==> src/design/cht_pkg.sv <==
package cht_pkg;

  localparam int unsigned HandleW = 7;
  localparam int unsigned ObjW    = 32;
  localparam int unsigned TypeW   = 4;
  localparam int unsigned RightsW = 8;
  localparam int unsigned OwnerW  = 16;
  localparam int unsigned CountW  = 7;

  typedef enum logic [2:0] {
    ACT_ADD      = 3'd0,
    ACT_LOOKUP   = 3'd1,
    ACT_CLOSE    = 3'd2,
    ACT_TRANSFER = 3'd3,
    ACT_CLOSEALL = 3'd4
  } action_e;

  typedef enum logic [2:0] {
    OP_ADD,
    OP_LOOKUP,
    OP_CLOSE,
    OP_TRANSFER,
    OP_CLOSEALL,
    OP_BAD
  } op_e;

  typedef enum logic [2:0] {
    ST_OK          = 3'd0,
    ST_INVALID     = 3'd1,
    ST_EXHAUSTED   = 3'd2,
    ST_DENIED      = 3'd3,
    ST_LOOKUP_FAIL = 3'd4
  } status_e;

  typedef enum logic [2:0] {
    S_IDLE,
    S_SCAN,
    S_EVAL,
    S_CA,
    S_CA_CHK,
    S_CA_END,
    S_EMIT
  } state_e;

  // Classified item as it sits in the queue
  typedef struct packed {
    op_e                  op;
    logic                 h_ok;
    logic [HandleW-1:0]   handle;
    logic [ObjW-1:0]      obj;
    logic [TypeW-1:0]     htype;
    logic [RightsW-1:0]   rights;
    logic [OwnerW-1:0]    owner;
  } item_t;

  // One table entry
  typedef struct packed {
    logic [TypeW-1:0]   htype;
    logic [RightsW-1:0] rights;
    logic [ObjW-1:0]    obj;
    logic [OwnerW-1:0]  owner;
  } ent_t;

  // One result beat
  typedef struct packed {
    status_e            status;
    logic [HandleW-1:0] handle;
    logic [ObjW-1:0]    obj;
    logic               rel;
    logic               ret;
    logic               last;
  } res_t;

  // Queue head toward the back part
  typedef struct packed {
    logic  valid;
    item_t item;
  } qhead_t;

endpackage

==> src/design/cht_front.sv <==
module cht_front #(
  parameter int unsigned TABLE_DEPTH = 64
) (
  input  logic                        clk_i,
  input  logic                        rst_ni,
  input  logic                        in_valid_i,
  output logic                        in_stall_o,
  input  logic [2:0]                  action_i,
  input  logic [cht_pkg::HandleW-1:0] handle_in_i,
  input  logic [cht_pkg::ObjW-1:0]    object_ref_i,
  input  logic [cht_pkg::TypeW-1:0]   handle_type_i,
  input  logic [cht_pkg::RightsW-1:0] rights_mask_i,
  input  logic [cht_pkg::OwnerW-1:0]  owner_id_i,
  output cht_pkg::qhead_t             head_o,
  input  logic                        pop_i
);
  import cht_pkg::*;

  item_t       q_q [2];
  logic        wr_q, wr_d, rd_q, rd_d;
  logic [1:0]  cnt_q, cnt_d;
  logic        push;
  item_t       cls;

  // Classify the incoming beat
  always_comb begin
    cls.handle = handle_in_i;
    cls.obj    = object_ref_i;
    cls.htype  = handle_type_i;
    cls.rights = rights_mask_i;
    cls.owner  = owner_id_i;
    cls.h_ok   = (handle_in_i != '0) && (int'(handle_in_i) <= int'(TABLE_DEPTH));
    case (action_i)
      ACT_ADD:      cls.op = OP_ADD;
      ACT_LOOKUP:   cls.op = OP_LOOKUP;
      ACT_CLOSE:    cls.op = OP_CLOSE;
      ACT_TRANSFER: cls.op = OP_TRANSFER;
      ACT_CLOSEALL: cls.op = OP_CLOSEALL;
      default:      cls.op = OP_BAD;
    endcase
  end

  assign in_stall_o = (cnt_q == 2'd2);
  assign push       = in_valid_i && !in_stall_o;

  assign head_o.valid = (cnt_q != 2'd0);
  assign head_o.item  = q_q[rd_q];

  // Advance queue pointers
  always_comb begin
    wr_d  = push ? ~wr_q : wr_q;
    rd_d  = pop_i ? ~rd_q : rd_q;
    cnt_d = cnt_q + {1'b0, push} - {1'b0, pop_i};
  end

  always_ff @(posedge clk_i or negedge rst_ni) begin
    if (!rst_ni) begin
      wr_q  <= 1'b0;
      rd_q  <= 1'b0;
      cnt_q <= 2'd0;
    end else begin
      wr_q  <= wr_d;
      rd_q  <= rd_d;
      cnt_q <= cnt_d;
    end
  end

  always_ff @(posedge clk_i) begin
    if (push) begin
      q_q[wr_q] <= cls;
    end
  end

endmodule

==> config.mk <==
export PLATFORM = sky130hd
export DESIGN_NAME = cht_front
export DESIGN_NICKNAME = d
export VERILOG_FILES = /design/src/design/cht_pkg.sv /design/src/design/cht_front.sv
export SDC_FILE = /design/constraint.sdc
export NUM_CORES = 1
export LEC_CHECK = 0
export ABC_AREA = 1
export BUFFER_PORTS_ARGS = -buffer_cell sky130_fd_sc_hd__buf_2
export CORE_MARGIN = 2
export CORE_UTILIZATION = 56
export CTS_BUF_LIST = sky130_fd_sc_hd__clkbuf_4 sky130_fd_sc_hd__clkbuf_8 sky130_fd_sc_hd__clkbuf_16
export DETAILED_ROUTE_END_ITERATION = 8
export PLACE_DENSITY = 0.84
export SYNTH_ARGS = -nofsm -noshare
export SYNTH_HDL_FRONTEND = slang
export SYNTH_SLANG_ARGS = --single-unit
==> constraint.sdc <==
create_clock -name clk_i -period 9.8 [get_ports clk_i]
set_input_delay 0.49 -clock clk_i [delete_from_list [all_inputs] [get_ports clk_i]]
set_output_delay 0.49 -clock clk_i [all_outputs]
set_load 0.1 [all_outputs]
# After elaboration in Yosys (flattened, before gate mapping)

Memories as Yosys holds them, arrays and structs flattened.
Index checks and enable logic that the tools add are counted.

Add/sub/neg operators: 2
$lt $le $gt $ge: 1
Eq/ne operators: 5
Mux-type cells: 3
Bitwise gates (word level): 2
Reductions and logical operators: 6

Operators with widths:

| kind                 | number |
|---|---|
| $pmux W3 S5          | 1 |
| $le A7 B7 Y1 const B | 1 |
| $reduce_bool A7 Y1   | 1 |
| $eq A3 B2 Y1 const B | 2 |
| $eq A3 B1 Y1 const B | 1 |
| $eq A3 B3 Y1 const B | 1 |
| $logic_not A3 Y1     | 1 |
| $add A2 B1 Y2        | 1 |
| $eq A2 B2 Y1 const B | 1 |
| $logic_and A1 B1 Y1  | 2 |
| $mux W1              | 2 |
| $not A1 Y1           | 2 |
| $reduce_bool A2 Y1   | 1 |
| $sub A2 B1 Y2        | 1 |
| $logic_not A1 Y1     | 1 |

Register bits after elaboration: 4
Bits in writable memories: 142
Input port bits: 74
Output and inout port bits: 73
Logic and storage cells: 23
Memories: 1

Memory list:

| memory | depth | bits a word | rd ports | clocked after Yosys merged registers in | write ports | line            | text |
|---|---|---|---|---|---|---|---|
| q_q    | 2     | 71          | 1        | 0                                       | 1           | cht_front.sv:19 | `item_t q_q [2];` |

# Logic depth before layout (Yosys ltp)

Gate-level depths: netlist of run 1.

Word-level depth: 5
Mapped depth: 8
Gate-level depth less buffers: 8

# Worst setup path after synthesis of run 1

No wires, ideal clock.

Kind: register -> register
Start point: register cnt_q[1]
End point: memory q_q[1][0] (netlist bit) (enable)
Setup time: 0.500 ns
Data arrival time: 3.527 ns
Required time: 9.300 ns
Path slack: 5.772 ns
Cell stages (with the launch flop): 4
Buffers on the path: 0
Clock period less this slack: 4.028 ns
Path through: dfrtp_1 > inv_1 > o21ai_2 > nor2_1

Longest elaborated chain between the ends: 5

Ends and longest elaborated chain:

| what                          | line            | text |
|---|---|---|
| from (decl)                   | cht_front.sv:21 | `logic [1:0] cnt_q, cnt_d;` |
| from (signal assigned)        | cht_front.sv:64 | `cnt_q <= cnt_d;` |
| $eq A2 B2 Y1                  | cht_front.sv:43 | `assign in_stall_o = (cnt_q == 2'd2);` |
| $logic_not A1 Y1              | cht_front.sv:44 | `assign push = in_valid_i && !in_stall_o;` |
| $logic_and A1 B1 Y1           | cht_front.sv:44 |  |
| $mux W1                       | cht_front.sv:69 | `if (push) begin` |
| $mux W1 (not written as such) | cht_front.sv:70 | `q_q[wr_q] <= cls;` |
| to (decl)                     | cht_front.sv:19 |  |

No other way between the ends.

==> metrics.csv, run 1 <==
metric,value,unit
status,finished clean,
grt_pass1_wl,16.01,mm
critPathKind,reg -> out,
finalCriticalPeriod,3076,ps
synthMostInstantiatedCell,edfxtp_1,
gp_congestion,0.7399,
max_slew.worst_pin.slew,1229,ps
cts_buffers,17,
synth_edf_count,142,
rsz0062_at_grt,no,
rr_worst_depth,6,
syn_inst,417,
grt_max_degree,144,
worst_clock_skew,3.193,ps
antenna_left,0,
antenna_found_initial,1,
setup_viol,0,
drc,0,
ys_ff_latch,146,
dieArea,10930,um2
crit_family,flip-flops,
worstReg2RegEnd,q_q[0][65],
yosys_warnings,0,
drt_iter0_drc,191,
ioPinCount,147,
hold_path_end,q_q[0][54],
cts_tree,built,
num_vias,3448,
clock_path_buffers,2,
dr.pass1.iters,4,
syn_nets,493,
cts.sinks,146,
gr-usage-all-layers,0.1935,
h-tree-depth,4,
num_antenna_cells,0,
routed_wl,10.14,mm
post_cts_buffers,0,
worstPathRequired,9310,ps
fin_setup_tns,0,ps
core_area,9774,um2
synth-async-reset-ratio,0.02740,
syn2layout_area_growth,22.80,%
period_share,0.3139,
synth_seq_area_share,0.7707,
fmax,325.1,MHz
worstPathCellList,"nand2_1, o21ai_2, buf_2",
min_path_type,in -> reg,
drive_above_1_share,0.3121,
dp_hpwl,6.563,mm
synth_flop_cell,edfxtp_1,
synthTopCellsByCount,"edfxtp_1 (142), inv_1 (83), nand2_1 (82)",
max-cap-violations,0,
io_buffer_count,146,
grt_pass1_vias,3436,
cp-start-kind,register,
finalHoldViolCount,0,
min_from,object_ref_i[26],
die_width,104.6,um
synth_area_leaders,"edfxtp_1 (75%), inv_1 (5.5%), nand2_1 (5.4%)",
yosysTopAreaCellShare,0.7530,
max-slew-margin-rel,0.1806,
crit_path_max_fanout,143,
rows,36,
die_height,104.6,um
synth_area_leader_cell,edfxtp_1,
nFillCells,660,
max_stage_delay,1220,ps
min_path_cells,1,
cp_slowest_cell,dfrtp_4,
maxSlewViolCount,0,
arrival,2590,ps
cts_resized,0,
syn_area_per_cell,13.58,um2
via_per_inst,4.836,
grt_overflow,0,
cp-end-kind,output port,
insertion_delay,500,ps
r2r_start,cnt_q[1],
final_nets,644,
synth_area,5663,um2
clkSlewWorstSetupHoldPaths,60,ps
synth.distinct_cells,19,
reg2reg_slack,7530,ps
start_util,0.5794,
clockRootBuffer,clkbuf_8,
wl_per_cell,14.23,um
critPathBufInv,1,
==> state kept, by name (all words and copies together), names as in the netlist <==
name / count
q_q: 142
rd_q: 1
wr_q: 1
cnt_q: 2
==> layout make-up <==
class / count / area, um2 / share of cell area
Clock buffer: 17 / 414.1 / 0.05955
Tap cell: 133 / 166.4 / 0.02393
Timing Repair Buffer: 149 / 755.7 / 0.1087
Clock inverter: 14 / 146.4 / 0.02105
Multi-Input combinational cell: 171 / 792.0 / 0.1139
Inverter: 83 / 311.5 / 0.04480
Sequential cell: 146 / 4368 / 0.6281
==> metal layers <==
layer | global-route usage | part of all wire
met5 | 0 | 0.0012
met3 | 0.07361 | 0.069
met4 | 0.07915 | 0.0074
met1 | 0.2209 | 0.40
met2 | 0.3282 | 0.53
==> repair_timing <==
| item | in CTS | in global routing |
|---|---|---|
| hold buffers | 1 | 0 |
| setup endpoints to repair | 0 | 0 |
| hold endpoints to repair | 4 | 0 |
==> worst max-delay path by stage <==
stage | depth (start not counted) | end | slack (ps) | startpoint
2_1_floorplan | 3 | q_q[1][0] | 5770 | cnt_q[1]
3_3_place_gp | 3 | head_o[19] | 7360 | rd_q
3_5_place_dp | 3 | head_o[70] | 7220 | rd_q
4_1_cts | 3 | head_o[70] | 6660 | rd_q
5_1_grt | 3 | head_o[69] | 6470 | rd_q
6_report | 3 | head_o[70] | 6720 | rd_q
==> cell families (layout without fill, tap and decap cells) <==
logic type | Yosys count | after routing | share of synthesized area
AOI/OAI and AO/OA | 73 | 73 | 0.06695
adders and majority gates | 2 | 2 | 0.004418
xor gates and xnor gates | 3 | 3 | 0.004641
DFF | 146 | 146 | 0.7707
and+or+nand+nor | 93 | 93 | 0.06253
buffers and inverters | 100 | 263 | 0.09081
==> layout by cell type (no fill, tap or decap) <==
master,Yosys,layout
nor2_1,8,7
o21ai_2,3,3
ha_1,2,2
bufinv_16,0,3
nand2_1,82,82
nand3_1,1,1
inv_1,83,82
dfrtp_1,4,3
clkinvlp_4,0,3
buf_4,0,2
buf_2,0,146
inv_2,0,1
clkinv_2,0,3
clkbuf_8,0,1
o21ai_1,17,17
clkinv_1,0,5
nor3_1,1,1
edfxtp_1,142,142
o21ai_0,52,52
dfrtp_4,0,1
dlygate4sd3_1,0,1
xnor2_1,1,1
a21o_1,1,1
or2_2,1,1
clkbuf_16,0,16
xor2_1,2,2
nor2_4,0,1
==> worst reg2reg max path: stages (launching register included) <==
cell	delay, ps
dfrtp_1	430
inv_1	100
nor2_1	50
nor2_1	100
nand2_1	80
inv_2	550
buf_4	580
==> metrics by stage <==
step,area [um2],worst slack [ps],instances,util,hold slack [ps]
after floorplan,5663,5772,417,-,194.4
after global placement,6384,7365,681,0.6531,295.5
after detailed placement,6384,7217,681,0.6531,296.8
after CTS,6954,6664,713,0.7115,142.5
after global routing,6954,6469,713,0.7115,137.5
final,6954,6724,713,0.7115,173.9
Power of run 1 is not shown: default switching activity piles up to over one toggle a cycle in this logic, so the estimate is an artifact.
==> run 2, diff against run 1 <==
--- a/config.mk
+++ b/config.mk
@@ -8,10 +8,10 @@
 export ABC_AREA = 1
 export BUFFER_PORTS_ARGS = -buffer_cell sky130_fd_sc_hd__buf_2
 export CORE_MARGIN = 2
-export CORE_UTILIZATION = 56
+export CORE_UTILIZATION = 52
 export CTS_BUF_LIST = sky130_fd_sc_hd__clkbuf_4 sky130_fd_sc_hd__clkbuf_8 sky130_fd_sc_hd__clkbuf_16
 export DETAILED_ROUTE_END_ITERATION = 8
-export PLACE_DENSITY = 0.84
+export PLACE_DENSITY = 0.79
 export SYNTH_ARGS = -nofsm -noshare
 export SYNTH_HDL_FRONTEND = slang
 export SYNTH_SLANG_ARGS = --single-unit
==> constraint.sdc (replaced) <==
create_clock -name clk_i -period 3.05 [get_ports clk_i]
set_input_delay 0.1525 -clock clk_i [delete_from_list [all_inputs] [get_ports clk_i]]
set_output_delay 0.1525 -clock clk_i [all_outputs]
set_load 0.1 [all_outputs]
==> metrics.csv, run 2 (same netlist as run 1, synthesis figures left out) <==
metric,value,unit
status,finished clean,
grt_pass1_wl,18.35,mm
cts_tree,built,
setup_viol,0,
largest_reg_flops,142,
grt_max_degree,82,
h-tree-depth,4,
min_path_type,in -> reg,
fmax,376.9,MHz
final_nets,721,
drt_iter0_drc,197,
top_register,q_q,
die_height,108.4,um
num_antenna_cells,0,
final_common_cell,buf_2,
syn2layout_area_growth,38.53,%
max-slew-margin-rel,0.5174,
grt_overflow,0,
die_width,108.4,um
rsz0062_at_grt,no,
core_area,10750,um2
multi_input_area,794.5,um2
cp-start-kind,register,
wl_per_cell,14.91,um
dr.pass1.iters,4,
finalHoldViolCount,0,
maxSlewViolCount,0,
grt_pass1_vias,3898,
ioPinCount,147,
insertion_delay,510,ps
seqCellArea,4368,um2
antenna_left,0,
max_slew.worst_pin.slew,723.8,ps
cts_buffers,17,
gp_congestion,0.7328,
cts.sinks,146,
period_share,0.8700,
max-cap-violations,0,
clkSlewWorstSetupHoldPaths,60,ps
min_path_cells,2,
worst_clock_skew,3.711,ps
via_per_inst,4.709,
largestRegisters,"q_q x142, cnt_q x2",
drive_above_1_share,0.2872,
drc,0,
dieArea,11740,um2
dp_hpwl,6.843,mm
rr_worst_depth,6,
crit_path_max_fanout,81,
start_util,0.5270,
cp-end-kind,output port,
finalCriticalPeriod,2653,ps
final_cell_mix,"buf_2 (146), edfxtp_1 (142), inv_1 (82), nand2_1 (82), dlygate4sd3_1 (75)",
routed_wl,11.90,mm
critPathKind,reg -> out,
rows,38,
gr-usage-all-layers,0.2147,
fin_setup_tns,0,ps
nFillCells,696,
clock_path_buffers,2,
clockRootBuffer,clkbuf_8,
antenna_found_initial,0,
arrival,2500,ps
worstPathRequired,2900,ps
num_vias,3758,
io_buffer_count,146,
## run 2: changes by cell type in the layout (fill, tap and decap cells not counted)
cell | previous run | this run
dlygate4sd3_1 | 1 | 75
bufinv_16 | 3 | 6
clkinv_1 | 5 | 2
buf_12 | 0 | 2
buf_4 | 2 | 3
clkinv_2 | 3 | 2
clkinv_4 | 0 | 1
inv_6 | 0 | 1
nor2_1 | 7 | 6
nor2_2 | 0 | 1
## run 2: per-layer routing
| metal | vias to the layer above | part of all wire | global-route usage |
|---|---|---|---|
| li1 | 1853 | - | - |
| met1 | 1758 | 0.37 | 0.2223 |
| met2 | 124 | 0.55 | 0.4030 |
| met3 | 23 | 0.049 | 0.05907 |
| met4 | 0 | 0.022 | 0.09432 |
| met5 | - | 0 | 0 |
## run 2: timing repair
item                                    4_1_cts  5_1_grt
endpoints found under the setup margin        0        0
setup buffers                                 0        0
resized for setup                             0        0
hold endpoints to repair                    146        0
hold buffers                                 75        0
## run 2: final cells by class
type | instances | share of cell area
clock buffer | 17 | 0.05279
clock inverter | 15 | 0.03030
inverter | 83 | 0.03971
multi-input combinational | 171 | 0.1013
sequential | 146 | 0.5568
tap | 140 | 0.02233
timing repair buffer | 226 | 0.1968
## run 2: path summary, 6_finish.rpt
path	endpoint	start	slack, ps
max in group asynchronous	rd_q	rst_ni	2330
min reg2reg	wr_q	wr_q	490
min in group asynchronous	cnt_q[0]	rst_ni	530
max	head_o[43]	rd_q	400
max reg2reg	q_q[0][36]	cnt_q[1]	1170
min	q_q[1][57]	object_ref_i[29]	360
## run 2: per-stage QoR
stage	cells	worst slack (ps)	utilization	hold WS [ps]	cell area [um2]
after floorplan	417	109.6	-	-143.1	5668
after global placement	691	1044	0.5996	-35.77	6442
after detailed placement	691	1007	0.5996	-34.58	6442
after CTS	798	420.6	0.7301	326.4	7845
after global routing	798	250.9	0.7301	333.5	7845
final	798	396.6	0.7301	358.8	7845
## run 2: worst max-delay path, cell delays in order (launching register included)
cell	delay, ps
dfrtp_4	890
buf_12	320
nand2_1	100
o21ai_0	130
buf_2	480
Power of run 2 is left out for the same reason.
==> run 3, diff against run 2 <==
--- a/config.mk
+++ b/config.mk
@@ -5,7 +5,6 @@
 export SDC_FILE = /design/constraint.sdc
 export NUM_CORES = 1
 export LEC_CHECK = 0
-export ABC_AREA = 1
 export BUFFER_PORTS_ARGS = -buffer_cell sky130_fd_sc_hd__buf_2
 export CORE_MARGIN = 2
 export CORE_UTILIZATION = 52
==> metrics.csv, run 3 <==
metric,value,unit
synth-compound-area-share,0.001404,
crit_start,rd_q,
synth_flop_cell,edfxtp_1,
crit_path_max_fanout,38,
synth_adder_area_share,0.004682,
ys_ff_latch,146,
synth_area_leaders,"edfxtp_1 (80%), mux2_2 (13%), dfrtp_1 (1.9%)",
synth_xor_area_frac,0.008193,
worstPathRequired,2900,ps
multi_input_area,942.2,um2
ioPinCount,147,
synth_top_family_by_area,multiplexers,
die_height,105.4,um
grt_max_degree,72,
clock_path_buffers,2,
fmax,411.6,MHz
synthMuxAreaShare,0.1496,
core_area,10140,um2
cp-start-kind,register,
grt_pass1_wl,16.04,mm
synth_area_leader_cell,edfxtp_1,
synth_area,5345,um2
top_register,q_q,
synthTopCellsByCount,"edfxtp_1 (142), mux2_2 (64), buf_2 (8)",
status,finished clean,
largestRegisters,"q_q x142, cnt_q x2",
max_slew.worst_pin.slew,1000,ps
endpoint,head_o[64],
syn_nets,320,
grt_overflow,0,
max-cap-violations,0,
yosys.area_share.simple,0.01007,
io_buffer_count,146,
synth_seq_area_share,0.8165,
insertion_delay,510,ps
cp-end-kind,output port,
seqCellArea,4368,um2
gp_congestion,0.7111,
syn2layout_area_growth,42.25,%
dr.pass1.iters,4,
drive_above_1_share,0.5072,
via_per_inst,4.938,
rows,37,
cts_resized,0,
max-slew-margin-rel,0.3333,
start_util,0.5272,
grt_pass1_vias,3233,
synth_edf_count,142,
cts.sinks,146,
maxSlewViolCount,0,
wl_per_cell,16.49,um
routed_wl,10.31,mm
syn_area_per_cell,21.91,um2
gr-usage-all-layers,0.1913,
critPathKind,reg -> out,
finalHoldViolCount,0,
cts_buffers,17,
worstReg2RegEnd,q_q[1][70],
fin_setup_tns,0,ps
drc,0,
final_cell_mix,"buf_2 (146), edfxtp_1 (142), dlygate4sd3_1 (75)",
drt_iter0_drc,99,
min_path_type,in -> reg,
clkSlewWorstSetupHoldPaths,60,ps
period_share,0.7966,
yosys_warnings,0,
yosysTopAreaCellShare,0.7978,
final_nets,553,
reg2reg_slack,1230,ps
setup_viol,0,
die_width,105.4,um
worst_clock_skew,5.173,ps
final_common_cell,buf_2,
num_vias,3086,
largest_reg_flops,142,
arrival,2280,ps
rsz0062_at_grt,no,
antenna_left,0,
nFillCells,593,
h-tree-depth,4,
syn_inst,244,
dp_hpwl,5.661,mm
dieArea,11110,um2
finalCriticalPeriod,2430,ps
num_antenna_cells,0,
cts_tree,built,
antenna_found_initial,0,
synth-async-reset-ratio,0.02740,
synth.distinct_cells,19,
rr_worst_depth,2,
r2r_start,cnt_q[1],
clockRootBuffer,clkbuf_8,
synthMostInstantiatedCell,edfxtp_1,
## run 3: cell count changes after synthesis, sizes merged
cell    delta
inv       -81
buf        -1
nor2b      +1
nand3      -1
o21ai     -72
and3       +1
xor2       -1
or4        +1
nand2b     +1
nand2     -81
clkbuf     -7
mux2      +71
xnor2      +3
nor2       -7
## run 3: cells by family after synthesis
group | count (synthesis)
buf+inv | 11
fa+ha+maj | 2
flops | 146
simple gates | 8
mux | 71
xor+xnor | 5
compound gates | 1
## run 3: worst min path at each step
stage	from	endpoint	slack, ps	cells past startpoint
finish	object_ref_i[23]	q_q[1][51]	370	2
CTS	object_ref_i[31]	q_q[0][59]	330	2
floorplan	rst_ni	cnt_q[0]	-140	0
detailed placement	rst_ni	cnt_q[1]	-40	1
global route	owner_id_i[8]	q_q[1][8]	350	2
global placement	rst_ni	cnt_q[0]	-40	1
## run 3: timing repair
action	in CTS	in global routing
hold buffers	75	0
endpoints found under the hold margin	149	0
setup buffers	0	0
## run 3: layer usage
layer / vias to the layer above / part of all wire / GRT usage
met3: 13 / 0.048 / 0.05690
li1: 1427 / - / -
met4: 0 / 0.013 / 0.08286
met5: - / 0 / 0
met1: 1553 / 0.41 / 0.2274
met2: 93 / 0.53 / 0.3240
## run 3: final cells by class
type / instances / share of cell area
timing repair buffer: 223 / 0.2001
inverter: 2 / 0.0009873
sequential: 146 / 0.5745
tap: 136 / 0.02238
multi-input combinational: 87 / 0.1239
clock buffer: 19 / 0.05644
clock inverter: 12 / 0.02172
## run 3: worst max-delay path: stages, from the launching register on
cell and delay, ps:
dfrtp_4 770, buf_12 290, mux2_2 370, buf_2 300
## run 3: metrics by stage
| stage | instance area [um2] | utilization | hold WS (ps) | cells | setup slack (ps) |
|---|---|---|---|---|---|
| floorplan | 5348 | - | -143.1 | 244 | 185.3 |
| global placement | 6259 | 0.6173 | -36.53 | 519 | 1145 |
| detailed placement | 6259 | 0.6173 | -37.24 | 519 | 1141 |
| CTS | 7604 | 0.7500 | 325.4 | 625 | 558.4 |
| global route | 7604 | 0.7500 | 346.2 | 625 | 522.0 |
| finish | 7604 | 0.7500 | 371.8 | 625 | 620.4 |
Power of run 3 is left out for the same reason.
